===== src/rtl/core/assert_macros.svh =====
// ----------------------------------------------------------------------------
// Assertion macros
// Shared concurrent assertion wrappers on the clk / rst_n domain.
// ----------------------------------------------------------------------------
`ifndef ASSERT_MACROS_SVH
`define ASSERT_MACROS_SVH

// Check while out of reset.
`define ASSERT_CLK(lbl, prop, msg) \
  lbl: assert property (@(posedge clk) disable iff (!rst_n) prop) else $error(msg);

// Check at every edge, reset included.
`define ASSERT_ALWAYS(lbl, prop, msg) \
  lbl: assert property (@(posedge clk) prop) else $error(msg);

`endif


===== src/rtl/core/ihq_ram.sv =====
// ----------------------------------------------------------------------------
// ihq_ram
// Generic single-write, single-read RAM with registered read data.
// ----------------------------------------------------------------------------
module ihq_ram #(
  parameter int WIDTH = 8,
  parameter int DEPTH = 16
) (
  input  logic                     clk,
  input  logic                     we,
  input  logic [$clog2(DEPTH)-1:0] waddr,
  input  logic [WIDTH-1:0]         wdata,
  input  logic [$clog2(DEPTH)-1:0] raddr,
  output logic [WIDTH-1:0]         rdata
);

  logic [WIDTH-1:0] mem [DEPTH];

  // Write port and registered read port
  always_ff @(posedge clk) begin
    if (we) begin
      mem[waddr] <= wdata;
    end
    rdata <= mem[raddr];
  end

endmodule


===== config.mk =====
export PLATFORM = sky130hd
export DESIGN_NAME = ihq_ram
export DESIGN_NICKNAME = d
export VERILOG_FILES = /design/src/rtl/core/assert_macros.svh /design/src/rtl/core/ihq_ram.sv
export SDC_FILE = /design/constraint.sdc
export NUM_CORES = 1
export LEC_CHECK = 0
export BUFFER_PORTS_ARGS = -buffer_cell sky130_fd_sc_hd__buf_4
export CAP_MARGIN = 10
export CORE_ASPECT_RATIO = 1.4
export CORE_UTILIZATION = 40
export DETAILED_ROUTE_END_ITERATION = 16
export SYNTH_ARGS = -nofsm -noshare
export SYNTH_HDL_FRONTEND = slang
export SYNTH_SLANG_ARGS = --single-unit

===== constraint.sdc =====
create_clock -name clk -period 4.6 [get_ports clk]
set_clock_uncertainty 0.15 [all_clocks]
set_input_delay 0.92 -clock clk [delete_from_list [all_inputs] [get_ports clk]]
set_output_delay 0.92 -clock clk [all_outputs]
set_load 0.02 [all_outputs]

Yosys cells after proc, flatten, opt, wreduce, memory -nomap -nowiden:

Memory sizes are Yosys's and may differ from the RTL's. A register that Yosys moved wholly into a read port is not among the register bits.
Cells that the tools add are included.

* word-level logic and storage cells: 3
* flip-flop bits (word level): 0
* memories: 1
* latch bits: 0
* memory bits (read-only): 0
* memory bits (writable): 128
* bits of input ports: 18
* output and inout bits: 8

* bitwise operators: 0
* divide/modulo/power cells: 0
* shift operators: 0
* magnitude comparators: 0
* reductions and logical operators: 0
* multiplexer cells: 2
* equality and inequality tests: 0
* multipliers: 0
* add/sub/neg operators: 0

Memories
* mem: depth 16, bits a word 8, read ports 1, clocked after Yosys merged registers in 1, wr ports 1, RTL line ihq_ram.sv:17 `logic [WIDTH-1:0] mem [DEPTH];`

Operators by type and width (count)
* 1-bit 2-to-1 mux: 2

Logic depth before layout (Yosys ltp):

Gate-level depths: netlist (run 1).

* depth after elaboration: 2
* depth in mapped cells: 5
* depth with buffers taken out: 3

Worst setup path after synthesis (run 1):

No wires, ideal clock.

* path kind: in2reg
* start: input waddr[2]
* end: memory mem[0][0] (enable)
* setup slack: 2.037 ns
* data required time: 4.067 ns
* library setup time: 0.383 ns
* arrival time: 2.030 ns
* cell stages on the path: 2
* path buffers: 0
* cell sequence: or3b_2 -> nor3_1

RTL lines
* start, declared: RTL line ihq_ram.sv:11 `input logic [$clog2(DEPTH)-1:0] waddr,`
* end, declared: RTL line ihq_ram.sv:17

Straight into the memory's write port.

Worst setup path in the final report (run 1):

* start: input waddr[2]
* end: memory mem[0][0] (enable)

Straight into the memory's write port.

==> results_dict.tcl, run 1 <==
set metrics [dict create \
    cts_buffer_depth 2 \
    synth-seq-cells 136 \
    cellLeakagePower_nw 2.02 \
    fill_cells 994 \
    synthCells 229 \
    combPwrFrac_pct 4.9 \
    hold_viol 0 \
    cp_cell_sequence "buf_4 -> or3b_2 -> nor3_1" \
    grt_max_degree 33 \
    grt_pass1_vias 2546 \
    io_pins 26 \
    setup_viol 0 \
    crit_start "waddr[2]" \
    remaining_drc_errors 2 \
    min_to "rdata[3]$_DFF_P_" \
    cp-start-kind "primary input" \
    syn_area_sq_um 5150 \
    stdcell_count 429 \
    post-route-period-util_pct 54.2 \
    crit_type "primary input to flop" \
    grt_setup_unrepaired "false" \
    track_usage_pct 15.8 \
    crit_fanout 8 \
    overflow 0 \
    rows 48 \
    ys_seq_area_share_pct 77.8 \
    io_buffers 25 \
    drt_wl_total_microns 9580 \
    worstReg2RegEnd "rdata[4]$_DFF_P_" \
    fin_tns_setup_ns 0 \
    internal_power_mw 2.32 \
    dp_cells 397 \
    clkLatencyLatePin_ns 0.41 \
    die_area_sq_um 13300 \
    layout.nets 284 \
    swShare_pct 18.6 \
    drtIter0Drc 201 \
    diodes 0 \
    cts_buffers 17 \
    ant_nets 0 \
    die_w_microns 97.9 \
    area_growth_pct 17.7 \
    cts_hold_buf 0 \
    start_util_pct 41.4 \
    tightest_slew_ns 1.04 \
    post_cts_resized 0 \
    drive_gt1_share_pct 26.5 \
    required_ns 4.47 \
    holdCritPathClass "flop to flop" \
    clock-sinks 136 \
    cts_tree "yes" \
    worst_path_max_delay_cell "nor3_1" \
    core_sq_um 12400 \
    ys_warn_count 0 \
    clkTransAtPathRegs_ns 0.05 \
    status "complete, but fails checks" \
    power_frac_seq_pct 48.9 \
    maxSlewHeadroom_pct 30.0 \
    vias 2350 \
    cts_setup_buffers 0 \
    rrSetupSlack_ns 3.04 \
    violations "DRC" \
    power.share.clock_pct 46.2 \
    p_sw_mw 0.531 \
    dp_hpwl_microns 6010 \
    holdPathStages 3 \
    cts_htree_levels 4 \
    final_max_slew_viol_count 0 \
    avgSynthCellArea_sq_um 22.5 \
    cts-root-buf "clkbuf_16" \
    r2r_start "mem[3][4]$_DFFE_PP_" \
    yosys.area.top_type "edfxtp_1" \
    slowest_delay_ns 0.82 \
    hold_path.startpoint "mem[12][3]$_DFFE_PP_" \
    max-cap-violations 0 \
    synth_top_area_share_pct 74.7 \
    p_per_area_nw_per_um2 471 \
    crit_arrival_ns 2.36 \
    vias_per_cell 5.48 \
    rr_worst_depth 3 \
    antenna_found_initial 0 \
    synth.distinct_cells 19 \
    grt_pass1_wl_microns 14400 \
    routedWlPerCell_microns 22.3 \
    drt_pre_antenna_iters 10 \
    place_congestion 0.714 \
    vdd_ir_drop_max_mv 0.231 \
    cp-end-kind "flop" \
    synth_area_leaders "edfxtp_1 (75%), mux4_2 (7.9%), mux4_1 (7.1%)" \
    synth_nets 247 \
    period_needed_ns 2.49 \
    die-height_microns 136 \
    fmax_mhz 401 \
]
[state kept, by name (all words and copies together), names as in the netlist]
signal and cells:
mem 128, rdata 8
[power by group through the flow]
| stage | clock [mW] | sequential (mW) | combinational [mW] |
|---|---|---|---|
| 2_1_floorplan | 0 | 1.43 | 0.0703 |
| 3_3_place_gp | 0 | 1.42 | 0.139 |
| 3_5_place_dp | 0 | 1.42 | 0.141 |
| 4_1_cts | 1.34 | 1.39 | 0.142 |
| 5_1_grt | 1.39 | 1.40 | 0.150 |
| 6_report | 1.32 | 1.39 | 0.139 |
[synthesized netlist by cell type]
| cell type | number |
|---|---|
| and2b_1 | 1 |
| nand2b_1 | 2 |
| a22oi_1 | 16 |
| clkdlybuf4s25_2 | 3 |
| mux4_2 | 18 |
| mux4_1 | 14 |
| nor2b_1 | 1 |
| nor2_1 | 13 |
| nor3_1 | 4 |
| dfxtp_1 | 8 |
| nand3b_1 | 2 |
| nand3_1 | 1 |
| nand2_1 | 9 |
| and2_1 | 1 |
| buf_4 | 1 |
| buf_2 | 3 |
| edfxtp_1 | 128 |
| or3b_2 | 1 |
| buf_6 | 3 |
[layout by cell type (no fill, tap or decap)]
cell	synthesis	routed
edfxtp_1	128	128
buf_4	1	28
mux4_2	18	18
clkbuf_16	0	17
a22oi_1	16	16
mux4_1	14	14
nor2_1	13	13
nand2_1	9	9
clkbuf_8	0	9
dfxtp_1	8	8
clkbuf_1	0	5
nor3_1	4	4
nand3b_1	2	2
nand2b_1	2	2
nor2b_1	1	1
and2_1	1	1
and2b_1	1	1
nand3_1	1	1
or3b_2	1	1
bufinv_16	0	1
[cell families (layout without fill, tap and decap cells)]
logic type | after synthesis | in the layout | synth area share (%)
compound gates | 16 | 16 | 2.33
mux | 32 | 32 | 15.0
flops | 136 | 136 | 77.8
buf+inv | 10 | 60 | 1.68
simple gates | 35 | 35 | 3.18
[layout make-up]
class	instances	area [sq um]	area share (%)
clock buffer	31	568	9.38
multi-input combinational	83	1060	17.5
clock inverter	1	30.0	0.496
timing repair buffer	28	210	3.47
tap	150	188	3.10
sequential	136	4000	66.1
[critical path: cells and delay by family]
family	cells	cell delay, ns
buffers and inverters	1	0.12
AND/OR/NAND/NOR	2	1.33
[routing by layer]
layer / wire (microns) / share of wire, % / GRT usage, % / vias up
li1: - / - / - / 1046
met1: 3770 / 39 / 17.9 / 1194
met2: 4990 / 52 / 26.6 / 84
met3: 452 / 4.7 / 4.68 / 26
met4: 376 / 3.9 / 9.43 / 0
met5: 0 / 0 / 0 / -
[through the flow]
step           area, sq um  hold WS, ns  total power [mW]  worst slack, ns  utilization (%)
2_1_floorplan         5150        0.479              1.50             2.04                -
3_3_place_gp          5460        0.495              1.56             1.77             43.9
3_5_place_dp          5460        0.510              1.56             1.67             43.9
4_1_cts               6060        0.522              2.87             2.12             48.7
5_1_grt               6060        0.549              2.94             2.05             48.7
6_report              6060        0.520              2.85             2.11             48.7
[how the worst max path moves through the flow]
stage / endpoint / cells past startpoint
3_3_place_gp: mem[0][7]$_DFFE_PP_ / 3
2_1_floorplan: mem[0][0]$_DFFE_PP_ / 2
5_1_grt: mem[0][5]$_DFFE_PP_ / 3
3_5_place_dp: mem[0][5]$_DFFE_PP_ / 3
6_report: mem[0][0]$_DFFE_PP_ / 3
4_1_cts: mem[0][5]$_DFFE_PP_ / 3
Power figures use the tool's default switching activity.
==> inputs of run 2 (changes only) <==
==> constraint.sdc (replaced) <==
create_clock -name clk -period 2.25 [get_ports clk]
set_clock_uncertainty 0.15 [all_clocks]
set_input_delay 0.45 -clock clk [delete_from_list [all_inputs] [get_ports clk]]
set_output_delay 0.45 -clock clk [all_outputs]
set_load 0.02 [all_outputs]
==> run 2 against run 1 <==
Effect of this change:
- the run still ends with DRC left
- setup slack lost 1.5 ns
- non-clock buffer count increased by 19
- die area unchanged
- critical path depth rose by 2
- first-iteration DRC count is 20% lower
- power grew 110%
- sequential share of layout area down 1.9 points
- final area grew 2.9%
- global-route usage grew 0.88 points
- via count up 2.2%
- register-to-register slack got worse by 2.4 ns
- critical endpoint is now rdata[6]$_DFF_P_
==> results_dict.tcl, run 2 (same netlist as run 1, synthesis figures left out) <==
set metrics [dict create \
    swShare_pct 19.2 \
    place_congestion 0.746 \
    cp-end-kind "flop" \
    power_frac_seq_pct 47.5 \
    rows 48 \
    maxSlewHeadroom_pct 71.7 \
    power.share.clock_pct 47.5 \
    cellLeakagePower_nw 2.14 \
    clkTransAtPathRegs_ns 0.05 \
    hold_viol 0 \
    slowest_delay_ns 0.53 \
    grt_max_degree 31 \
    p_sw_mw 1.15 \
    cts_setup_buffers 0 \
    diodes 0 \
    vdd_ir_drop_max_mv 0.461 \
    drtIter0Drc 160 \
    crit_type "primary input to flop" \
    status "complete, but fails checks" \
    crit_family "multiplexers" \
    grt_pass1_vias 2568 \
    overflow 0 \
    vias 2402 \
    remaining_drc_errors 2 \
    top_register "mem" \
    final_max_slew_viol_count 0 \
    grt_setup_unrepaired "false" \
    path_buf_inv 2 \
    clkLatencyLatePin_ns 0.40 \
    final_cell_mix "edfxtp_1 (128), buf_4 (46), mux4_2 (18), clkbuf_16 (17), a22oi_1 (16)" \
    combPwrFrac_pct 5.0 \
    layout_commonest_cell "edfxtp_1" \
    holdCritPathClass "primary input to flop" \
    fin_tns_setup_ns 0 \
    drt_wl_total_microns 10000 \
    clock-sinks 136 \
    dp_hpwl_microns 6420 \
    rrSetupSlack_ns 0.68 \
    post-route-period-util_pct 72.4 \
    worst_path_max_delay_cell "mux4_2" \
    period_needed_ns 1.63 \
    post_cts_resized 0 \
    die_w_microns 97.9 \
    grt_pass1_wl_microns 15400 \
    io_pins 26 \
    cts_tree "yes" \
    start_util_pct 41.4 \
    violations "DRC" \
    routedWlPerCell_microns 22.3 \
    die-height_microns 136 \
    cts_buffer_depth 2 \
    track_usage_pct 16.7 \
    drive_gt1_share_pct 32.2 \
    cp_cell_sequence "buf_4 -> buf_12 -> mux4_2 -> a22oi_1 -> nand2_1" \
    vias_per_cell 5.36 \
    cts_hold_buf 0 \
    layout.nets 303 \
    largestRegisters "mem x128, rdata x8" \
    max-cap-violations 0 \
    tightest_slew_ns 0.424 \
    drt_pre_antenna_iters 10 \
    die_area_sq_um 13300 \
    antenna_found_initial 0 \
    p_per_area_nw_per_um2 962 \
    core_sq_um 12400 \
    cts-root-buf "clkbuf_16" \
    internal_power_mw 4.84 \
    cts_buffers 17 \
    fmax_mhz 613 \
    largest_reg_flops 128 \
    setup_viol 0 \
    required_ns 2.38 \
    ant_nets 0 \
    crit_arrival_ns 1.76 \
    fill_cells 992 \
    io_buffers 25 \
    total_power_mw 5.99 \
    crit_fanout 19 \
    cp-start-kind "primary input" \
    utilization_pct 50.1 \
    area_growth_pct 21.1 \
    cts_htree_levels 4 \
]
run 2: cell count changes in the layout (fill, tap and decap cells not counted), sizes merged:
cell,before,now
buf,28,47
clkbuf,31,19
clkinv,0,7
bufinv,1,4
inv,0,2
run 2: power groups by stage:
stage	registers [mW]	clock network (mW)	logic (mW)
6_report	2.85	2.84	0.299
4_1_cts	2.85	2.90	0.306
2_1_floorplan	2.92	0	0.144
5_1_grt	2.85	3.01	0.322
3_3_place_gp	2.90	0	0.301
3_5_place_dp	2.90	0	0.305
run 2: metrics by stage:
step	instances	hold slack (ns)	area, sq um	setup WS [ns]
floorplan	229	0.399	5150	0.157
global placement	416	0.501	5610	0.213
detailed placement	416	0.517	5610	0.183
CTS	448	0.183	6230	0.612
global route	448	0.199	6230	0.574
finish	448	0.205	6230	0.620
run 2: worst paths after layout:
path                                      startpoint              endpoint  depth (start not counted)
worst max-delay path                        raddr[0]      rdata[6]$_DFF_P_                          5
worst min-delay path                        wdata[7]  mem[12][7]$_DFFE_PP_                          1
worst max register to register   mem[1][1]$_DFFE_PP_      rdata[1]$_DFF_P_                          3
worst min register to register  mem[14][1]$_DFFE_PP_      rdata[1]$_DFF_P_                          3
run 2: area by class of cell:
cell class / count / area (sq um) / area share, %
clock inverter: 13 / 175 / 2.81
timing repair buffer: 47 / 365 / 5.86
tap: 150 / 188 / 3.01
clock buffer: 19 / 443 / 7.11
multi-input combinational: 83 / 1060 / 17.0
sequential: 136 / 4000 / 64.2
run 2: worst reg2reg max path, stage by stage (launching register included):
cell,delay (ns)
edfxtp_1,0.37
mux4_1,0.56
a22oi_1,0.30
nand2_1,0.09
run 2: metal layers:
layer / global-route usage [%] / vias to the layer above / wire (microns)
met2: 27.5 / 63 / 5130
met3: 4.58 / 9 / 486
met1: 20.9 / 1246 / 4250
li1: - / 1084 / -
met4: 6.73 / 0 / 129
met5: 0 / - / 0
